**config.mk**
```make
export PLATFORM = sky130hd
export DESIGN_NAME = srq_output_flat
export DESIGN_NICKNAME = d
export VERILOG_FILES = /design/src/rtl/srq_pkg.sv /design/src/rtl/srq_if.sv /design/src/rtl/srq_output.sv /design/src/flat_wrapper.sv
export SDC_FILE = /design/constraint.sdc
export NUM_CORES = 1
export LEC_CHECK = 0
export ABC_CLOCK_PERIOD_IN_PS = 14900
export BUFFER_PORTS_ARGS = -buffer_cell sky130_fd_sc_hd__buf_2
export CAP_MARGIN = 10
export CORE_MARGIN = 2
export CORE_UTILIZATION = 49
export CTS_CLUSTER_DIAMETER = 50
export CTS_CLUSTER_SIZE = 30
export DETAILED_ROUTE_END_ITERATION = 10
export PLACE_DENSITY = 0.75
export SLEW_MARGIN = 20
export SYNTH_ARGS = -nofsm -noshare
export SYNTH_HDL_FRONTEND = slang
export SYNTH_SLANG_ARGS = --single-unit
```
**constraint.sdc**
```tcl
create_clock -name i_clk -period 14.9 [get_ports i_clk]
set_input_delay 2.98 -clock i_clk [delete_from_list [all_inputs] [get_ports i_clk]]
set_output_delay 2.98 -clock i_clk [all_outputs]
set_load 0.01 [all_outputs]
```
**src/rtl/srq_pkg.sv**
```systemverilog
`timescale 1ns / 1ps
`default_nettype none
// ----------------------------------------------------------------------------
// srq_pkg: shared constants, types and elaboration functions
// Date format, sidereal epoch and day ratio, CORDIC angle table and the word
// that travels down the rotation pipeline.
// ----------------------------------------------------------------------------
package srq_pkg;

    localparam int DATE_FRACTION_BITS   = 41;
    localparam int OUTPUT_FRACTION_BITS = 30;
    localparam int CORDIC_STAGES        = 32;

    localparam int DATE_W   = 64;
    localparam int TURNS_W  = 32;
    localparam int SIN_W    = 31;
    localparam int COS_W    = 32;
    localparam int CORDIC_W = 64;
    localparam int PROD_W   = 96;
    localparam int HALF_W   = 32;
    localparam int ANGLE_BITS = 60;
    localparam int PHASE_STAGES = 7;

    localparam logic [63:0] EPOCH_WHOLE_DAYS = 64'd2450448;
    localparam logic [63:0] EPOCH_SEC_NUM    = 64'd623018356;
    localparam logic [63:0] EPOCH_SEC_DEN    = 64'd864000000;
    localparam logic [63:0] RATIO_FRAC_NUM   = 64'd23590947;
    localparam logic [63:0] RATIO_FRAC_DEN   = 64'd8616409053;

    localparam logic [63:0] PI_Q60 = 64'h3243F6A8885A308D;
    localparam logic signed [CORDIC_W-1:0] GAIN_Q60 = 64'sd700114967507363241;
    localparam logic signed [CORDIC_W-1:0] HALF_PI = $signed(PI_Q60 >> 1);
    localparam logic [HALF_W-1:0] PI_LO = PI_Q60[HALF_W-1:0];
    localparam logic [HALF_W-1:0] PI_HI = PI_Q60[2*HALF_W-1:HALF_W];

    // num * 2^bits / den, rounded to nearest, for num < den
    function automatic logic [63:0] frac_div(input logic [63:0] num,
                                             input logic [63:0] den,
                                             input int bits);
        logic [63:0] q;
        logic [63:0] r;
        q = '0;
        r = num;
        for (int k = 0; k < bits; k++) begin
            r = r << 1;
            q = q << 1;
            if (r >= den) begin
                r = r - den;
                q[0] = 1'b1;
            end
        end
        if ((r << 1) >= den) begin
            q = q + 64'd1;
        end
        return q;
    endfunction

    // atan(2^-i) in radians, ANGLE_BITS fraction bits, series terms truncated
    function automatic logic signed [CORDIC_W-1:0] atan_pow2(input int i);
        logic [63:0] acc;
        logic [63:0] term;
        int k;
        int e;
        acc = '0;
        if (i == 0) begin
            acc = PI_Q60 >> 2;
        end else begin
            k = 0;
            e = i;
            while (e <= ANGLE_BITS) begin
                term = (64'd1 << (ANGLE_BITS - e)) / 64'(2 * k + 1);
                if (k[0]) begin
                    acc = acc - term;
                end else begin
                    acc = acc + term;
                end
                k = k + 1;
                e = i * (2 * k + 1);
            end
        end
        return $signed(acc);
    endfunction

    localparam logic [63:0] EPOCH =
        (EPOCH_WHOLE_DAYS << DATE_FRACTION_BITS)
        + (64'd1 << (DATE_FRACTION_BITS - 1))
        + frac_div(EPOCH_SEC_NUM, EPOCH_SEC_DEN, DATE_FRACTION_BITS);

    localparam logic [63:0] RATIO_FRAC = frac_div(RATIO_FRAC_NUM, RATIO_FRAC_DEN, 64);
    localparam logic [HALF_W-1:0] RATIO_LO = RATIO_FRAC[HALF_W-1:0];
    localparam logic [HALF_W-1:0] RATIO_HI = RATIO_FRAC[2*HALF_W-1:HALF_W];

    localparam int ROUND_SHIFT = ANGLE_BITS - OUTPUT_FRACTION_BITS;
    localparam logic signed [CORDIC_W-1:0] ROUND_BIAS = 64'sd1 <<< (ROUND_SHIFT - 1);
    localparam logic signed [CORDIC_W-1:0] OUT_ONE = 64'sd1 <<< OUTPUT_FRACTION_BITS;
    localparam logic signed [CORDIC_W-1:0] OUT_MINUS_ONE = -OUT_ONE;
    localparam logic [SIN_W-1:0] OUT_ONE_SIN = OUT_ONE[SIN_W-1:0];
    localparam logic signed [COS_W-1:0] OUT_ONE_COS = OUT_ONE[COS_W-1:0];
    localparam logic signed [COS_W-1:0] OUT_MINUS_ONE_COS = OUT_MINUS_ONE[COS_W-1:0];

    typedef struct packed {
        logic [TURNS_W-1:0]         turns;
        logic signed [CORDIC_W-1:0] x;
        logic signed [CORDIC_W-1:0] y;
        logic signed [CORDIC_W-1:0] z;
    } t_cordic_word;

    typedef struct packed {
        logic [TURNS_W-1:0]      turns;
        logic [SIN_W-1:0]        sine;
        logic signed [COS_W-1:0] cosine;
    } t_result;

endpackage
`default_nettype wire

```
**src/rtl/srq_if.sv**
```systemverilog
`timescale 1ns / 1ps
`default_nettype none


interface srq_result_if;
    logic                                valid;
    logic                                ready;
    logic [srq_pkg::TURNS_W-1:0]         rotation_turns;
    logic [srq_pkg::SIN_W-1:0]           sine_half_angle;
    logic signed [srq_pkg::COS_W-1:0]    cosine_half_angle;

    modport source (output valid, output rotation_turns, output sine_half_angle,
                    output cosine_half_angle, input ready);
    modport sink   (input valid, input rotation_turns, input sine_half_angle,
                    input cosine_half_angle, output ready);
endinterface
`default_nettype wire

```
**src/rtl/srq_output.sv**
```systemverilog
`timescale 1ns / 1ps
`default_nettype none
// ----------------------------------------------------------------------------
// srq_output: rounding, clamping and result register with skid
// Round the CORDIC vector to the output format, then hand results out
// through an output register backed by one skid entry.
// ----------------------------------------------------------------------------
module srq_output (
    input  wire logic              i_clk,
    input  wire logic              i_rst_n,
    input  wire logic              i_valid,
    input  srq_pkg::t_cordic_word  i_word,
    output logic                   o_advance,
    srq_result_if.source           o_result
);

    logic signed [srq_pkg::CORDIC_W-1:0] n_sin;
    logic signed [srq_pkg::CORDIC_W-1:0] n_cos;
    srq_pkg::t_result n_rnd;
    srq_pkg::t_result r_rnd;
    srq_pkg::t_result r_out;
    srq_pkg::t_result r_sk;
    logic r_rnd_v;
    logic r_out_v;
    logic r_sk_v;
    logic out_free;

    always_comb begin
        n_sin = (i_word.y + srq_pkg::ROUND_BIAS) >>> srq_pkg::ROUND_SHIFT;
        n_cos = (i_word.x + srq_pkg::ROUND_BIAS) >>> srq_pkg::ROUND_SHIFT;
        if (n_sin > srq_pkg::OUT_ONE) begin
            n_sin = srq_pkg::OUT_ONE;
        end
        if (n_sin < 0) begin
            n_sin = '0;
        end
        if (n_cos > srq_pkg::OUT_ONE) begin
            n_cos = srq_pkg::OUT_ONE;
        end
        if (n_cos < srq_pkg::OUT_MINUS_ONE) begin
            n_cos = srq_pkg::OUT_MINUS_ONE;
        end
        n_rnd.turns  = i_word.turns;
        n_rnd.sine   = n_sin[srq_pkg::SIN_W-1:0];
        n_rnd.cosine = n_cos[srq_pkg::COS_W-1:0];
    end

    // the pipeline moves only while the skid entry is free
    assign o_advance = !r_sk_v;
    assign out_free  = o_result.ready || !r_out_v;

    always_ff @(posedge i_clk) begin
        if (!i_rst_n) begin
            r_rnd_v <= 1'b0;
            r_out_v <= 1'b0;
            r_sk_v  <= 1'b0;
        end else begin
            if (o_advance) begin
                r_rnd_v <= i_valid;
            end
            if (out_free) begin
                if (r_sk_v) begin
                    r_out_v <= 1'b1;
                    r_sk_v  <= 1'b0;
                end else begin
                    r_out_v <= r_rnd_v;
                end
            end else if (r_rnd_v && !r_sk_v) begin
                r_sk_v <= 1'b1;
            end
        end
    end

    always_ff @(posedge i_clk) begin
        if (o_advance) begin
            r_rnd <= n_rnd;
        end
        if (out_free) begin
            r_out <= r_sk_v ? r_sk : r_rnd;
        end else if (!r_sk_v) begin
            r_sk <= r_rnd;
        end
    end

    assign o_result.valid             = r_out_v;
    assign o_result.rotation_turns    = r_out.turns;
    assign o_result.sine_half_angle   = r_out.sine;
    assign o_result.cosine_half_angle = r_out.cosine;

endmodule
`default_nettype wire
```
**src/flat_wrapper.sv**
```systemverilog
// flat-port wrapper written by rule: the top's interface ports become plain ports
module srq_output_flat 
  (i_clk, i_rst_n, i_valid, i_word, o_advance, o_result_valid, o_result_rotation_turns, o_result_sine_half_angle, o_result_cosine_half_angle, o_result_ready);
  srq_result_if o_result_i ();
  input  wire logic i_clk;
  input  wire logic i_rst_n;
  input  wire logic i_valid;
  input  srq_pkg::t_cordic_word i_word;
  output logic o_advance;
  output wire logic [$bits(o_result_i.valid)-1:0] o_result_valid;
  output wire logic [$bits(o_result_i.rotation_turns)-1:0] o_result_rotation_turns;
  output wire logic [$bits(o_result_i.sine_half_angle)-1:0] o_result_sine_half_angle;
  output wire logic [$bits(o_result_i.cosine_half_angle)-1:0] o_result_cosine_half_angle;
  input wire logic [$bits(o_result_i.ready)-1:0] o_result_ready;
  assign o_result_valid = o_result_i.valid;
  assign o_result_rotation_turns = o_result_i.rotation_turns;
  assign o_result_sine_half_angle = o_result_i.sine_half_angle;
  assign o_result_cosine_half_angle = o_result_i.cosine_half_angle;
  assign o_result_i.ready = o_result_ready;
  srq_output u_core (.i_clk(i_clk), .i_rst_n(i_rst_n), .i_valid(i_valid), .i_word(i_word), .o_advance(o_advance), .o_result(o_result_i));
endmodule
```
# After elaboration in Yosys (flattened, before gate mapping)
# Cells that the tools add are included.
# totals
out_inout_bits	97
word_cells	28
inputBits	228
ff_bits	288
# classes
add_sub_neg	2
n_bitwise	1
magnitude_cmp	4
n_reduce_logical	5
n_mux	4
# ops
cell	n
$add A64 B31 Y64 const B	2
$mux W64	2
$mux W95	1
$gt A34 B32 Y1 const B	2
$lt A64 B1 Y1 const B	1
$lt A64 B31 Y1 const B	1
$logic_not A1 Y1	2
$reduce_or A2 Y1	1
$logic_and A1 B1 Y1	1
$logic_or A1 B1 Y1	1
$mux W1	1
$not A1 Y1	1

# Logic depth before layout (Yosys ltp)
# depth
depth_word	4
depth_mapped	12
ltp_nobuf	8

# Least setup slack after synthesis
# OpenSTA, ideal clock, no wires.
# synth_path
path_kind	input -> register
startpoint	in o_result_ready
endpoint	reg u_core.r_out (netlist bit u_core.o_result.cosine_half_angle[0]) (enable)
path_buffers	0
path_slack_ps	2871
arrival_ps	11333
t_required_ps	14204
cell_stages	2
setup_ps	696
cell_sequence	nor2b_1 inv_1
# synth_via
elab_chain_cells	1
# synth_lines
item	line_no	source
from (decl)	flat_wrapper.sv:14	input wire logic [$bits(o_result_i.ready)-1:0] o_result_ready;
$logic_or A1 B1 Y1	srq_output.sv:50	assign out_free = o_result.ready || !r_out_v;
named net u_core.out_free	srq_output.sv:26	logic out_free;
to (signal assigned)	srq_output.sv:79	r_out <= r_sk_v ? r_sk : r_rnd;
to (decl)	srq_output.sv:21	srq_pkg::t_result r_out;
# The timed path passes the listed nets, and every way through them passes these cells.
# A chain may end at the register's enable or synchronous reset.

# Final worst setup path
# layout_path
startpoint	in i_word[159] in the netlist's numbering
endpoint	reg u_core.r_rnd[27] in the netlist's numbering (data pin)
# layout_via
elab_chain_cells	4
# layout_lines
item	line_no	source
from (decl)	flat_wrapper.sv:8	input srq_pkg::t_cordic_word i_word;
$add A64 B31 Y64 (*)	srq_output.sv:30	n_cos = (i_word.x + srq_pkg::ROUND_BIAS) >>> srq_pkg::ROUND_SHIFT;
$gt A34 B32 Y1	srq_output.sv:37	if (n_cos > srq_pkg::OUT_ONE) begin
$mux W64 (*)	srq_output.sv:37	
$lt A64 B31 Y1	srq_output.sv:40	if (n_cos < srq_pkg::OUT_MINUS_ONE) begin
to (signal assigned)	srq_output.sv:76	r_rnd <= n_rnd;
to (decl)	srq_output.sv:20	srq_pkg::t_result r_rnd;
# Every way passes the cells marked *; elsewhere a longest branch is shown, timed or not.

==> impl_metrics.py <==
metrics = {
    "outcome": {
        "outcome": "completed",
    },
    "clocking": {
        "path_clk_slew_ps": 80,
        "cts_buffers": 29,
        "postCtsSetupBuffers": 0,
        "clockRootBuffer": "clkbuf_16",
        "postCtsHoldBufs": 0,
        "tritoncts": "done",
        "post_cts_resized": 0,
        "cts_sinks": 288,
        "cts_max_path_buffers": 3,
        "clock_latency_ps": 540,
        "cts-htree-levels": 1,
    },
    "global_route": {
        "grt_pass1_vias": 7386,
        "grt-ovfl-total": 0,
        "antenna_found_initial": 0,
        "grtUsageTotal": 0.188,
        "grt_max_degree": 63,
        "grt_first_pass_wirelength_um": 39600,
    },
    "critical_path": {
        "rr_worst_depth": 4,
        "cp_cell_sequence": "buf_2 > and4_1 > and4_1 > nand4_1 > xor2_1 > buf_4 > o211a_1 > nand2b_1 > o21ai_0",
        "rr_startpoint": "u_core.o_result.valid",
        "crit_arrival_ps": 5430,
        "startpoint_type": "primary input",
        "crit_family": "simple AND/OR/NAND/NOR gates",
        "critPathCaptureType": "flip-flop",
        "r2r_setup_slack_ps": 12400,
        "cp-startpoint": "i_word[159]",
        "crit_top_cell": "and4_1",
        "crit_type": "in2reg",
        "cp_data_required_time_ps": 15140,
        "path_max_fanout": 23,
        "critical_path_buf_inv_count": 2,
        "r2r_end": "u_core.o_result.cosine_half_angle[27]",
        "slowest_delay_ps": 660,
        "critPathSlowestCell": "nand2b_1",
    },
    "synthesis": {
        "syn_inst": 823,
        "async_reset_ff_frac": 0,
        "syn-cell-area_um2": 12400,
        "synth_area_per_cell_um2": 15.1,
        "synth-edff-count": 285,
        "ys.warnings.count": 0,
        "synth_cell_types": 57,
        "seq_area_frac_synth": 0.694,
        "ys.flop_type": "edfxtp_1",
        "synthesis.nets": 1053,
        "ys_ff_latch": 288,
    },
    "routing": {
        "num_vias": 7463,
        "routedWlPerCell_um": 18.4,
        "ant_nets": 0,
        "dr.pass1.iters": 7,
        "drt_iter0_markers": 597,
        "vias_per_cell": 5.43,
        "drc": 0,
        "drt_wl_total_um": 25300,
    },
    "floorplanning": {
        "coreArea_um2": 25000,
        "die_x_um": 163,
        "placementRows": 58,
        "dieHeight_um": 163,
        "io_pins": 325,
        "start_util": 0.496,
        "dieArea_um2": 26600,
    },
    "placement": {
        "portBuffers": 202,
        "place_ws_ps": 9100,
        "dp_hpwl_um": 16500,
        "place.gp.congestion": 0.877,
    },
    "cells_and_area": {
        "drive_above_1_share": 0.380,
        "nFillCells": 1924,
        "diodes": 0,
        "final_net_count": 1252,
        "regArea_um2": 8620,
        "multiInputGateArea_um2": 3580,
        "syn_to_final_growth_pct": 19.0,
    },
    "worst_hold_path": {
        "min_to": "u_core.o_result.valid",
        "whs_path_depth": 1,
        "hp-class": "reg2reg",
        "min_from": "u_core.r_rnd_v",
    },
    "timing": {
        "fin_crit_sh": 0.348,
        "worst_slack_ps": 9710,
        "clock-skew-final_ps": 15.8,
        "min_period_ps": 5190,
        "timing.slew.headroom": 0.355,
        "fin_setup_tns_ps": 0,
        "rsz0062_at_grt": "no",
        "final-setup-viol-count": 0,
        "hold_viol": 0,
        "drv_slew": 0,
        "fmax_mhz": 193,
        "tightest_slew_ps": 968,
    },
    "power": {
        "p_leak_nw": 5.66,
        "ir_worst_vdd_mv": 0.110,
        "power_density_nw_per_um2": 124,
    },
    "job": {
        "cap_viol_max_count": 0,
    },
}
power breakdown:
| group | leakage [nW] | internal [W] | switching (W) |
|---|---|---|---|
| clock | 0.502 | 0.000431 | 0.000341 |
| combinational | 2.10 | 0.0000471 | 0.0000727 |
| sequential | 3.06 | 0.000929 | 0.00000941 |
| total | 5.66 | 0.00141 | 0.000423 |
final cells by class:
| type | count | area share |
|---|---|---|
| repair buffers | 212 | 0.0735 |
| clock buffers | 30 | 0.0494 |
| well taps | 330 | 0.0279 |
| flip-flops and latches | 288 | 0.583 |
| multi-input cells | 483 | 0.242 |
| clock inverters | 23 | 0.0216 |
| inverters | 8 | 0.00237 |
metrics by stage:
stage	cells	hold slack [ps]	total power, W	utilization	area (µm²)
6_report	1374	553	0.00183	0.590	14800
5_1_grt	1374	569	0.00189	0.590	14800
4_1_cts	1374	553	0.00185	0.590	14800
3_5_place_dp	1321	480	0.00108	0.548	13700
3_3_place_gp	1321	492	0.00107	0.548	13700
2_1_floorplan	823	465	0.00102	-	12400
cells in the mapped netlist, drive strengths merged, types with 3 or more instances:
cell type	instances	share of area
mux2	95	0.086
nor4	11	0.0076
or4	6	0.0036
edfxtp	285	0.69
or3	4	0.0024
a31oi	6	0.0035
and2	4	0.0020
and3	9	0.0045
nand2b	4	0.0020
inv	8	0.0024
a21oi	5	0.0020
nand3	28	0.011
and3b	3	0.0021
buf	17	0.0086
mux2i	5	0.0040
clkbuf	27	0.0084
and4	11	0.0078
o22ai	3	0.0015
nor2	46	0.016
nand2	62	0.019
nor3	19	0.012
dfxtp	3	0.0048
xnor2	35	0.025
nand4	43	0.023
o21ai	22	0.0089
o21bai	3	0.0018
xor2	30	0.021
nor2b	3	0.0015
a211oi	3	0.0018
cells by family (layout without fill, tap and decap cells):
group                      Yosys count  count (layout)  synth area share
adders and majority gates            2               2           0.00201
xor gates and xnor gates            65              65            0.0458
DFF                                288             288             0.694
AOI/OAI and AO/OA                   59              59            0.0318
and+or+nand+nor                    257             257             0.117
buffers and inverters               52             273            0.0193
muxes                              100             100            0.0901
flip-flops by register name, summed over array words and instances, names as in the netlist:
signal and cells:
u_core.o_result.rotation_turns 32, u_core.o_result.cosine_half_angle 32, u_core.r_rnd 95, u_core.r_sk 95, u_core.r_sk_v 1, u_core.r_rnd_v 1
u_core.o_result.valid 1, u_core.o_result.sine_half_angle 31
cell usage in the layout (no fill, tap or decap), types with 7 or more instances in the layout:
master,synthesis,final
nor3_1,9,8
mux2_2,95,95
and4_1,11,11
xor2_1,30,30
o21ai_1,17,17
xnor2_1,35,35
nor4_1,7,7
nor3_2,10,11
nand3_1,28,28
and3_1,9,9
clkbuf_16,0,29
nand4_1,40,40
edfxtp_1,285,285
buf_2,13,202
nand2_1,62,62
nor2_2,11,11
buf_4,1,10
nor2_1,35,35
worst max-delay path by stage:
stage | to | slack (ps) | cells after the start
final | u_core.r_rnd[27] | 9710 | 9
after global routing | u_core.r_rnd[23] | 9490 | 9
after CTS | u_core.r_rnd[27] | 9690 | 9
after detailed placement | u_core.r_rnd[23] | 9100 | 9
after global placement | u_core.r_rnd[27] | 9140 | 9
after floorplan | u_core.o_result.cosine_half_angle[0] | 2870 | 2
routing by layer:
metal  up-vias  wire length, µm  part of all wire  global-route usage
met5         -                0                 0                   0
met1      3631            11100              0.44               0.254
li1       3568                -                 -                   -
met4         0              656             0.026              0.0579
met2       224            12200              0.48               0.310
met3        40             1380             0.054              0.0340
(Power assumes the default switching activity.)
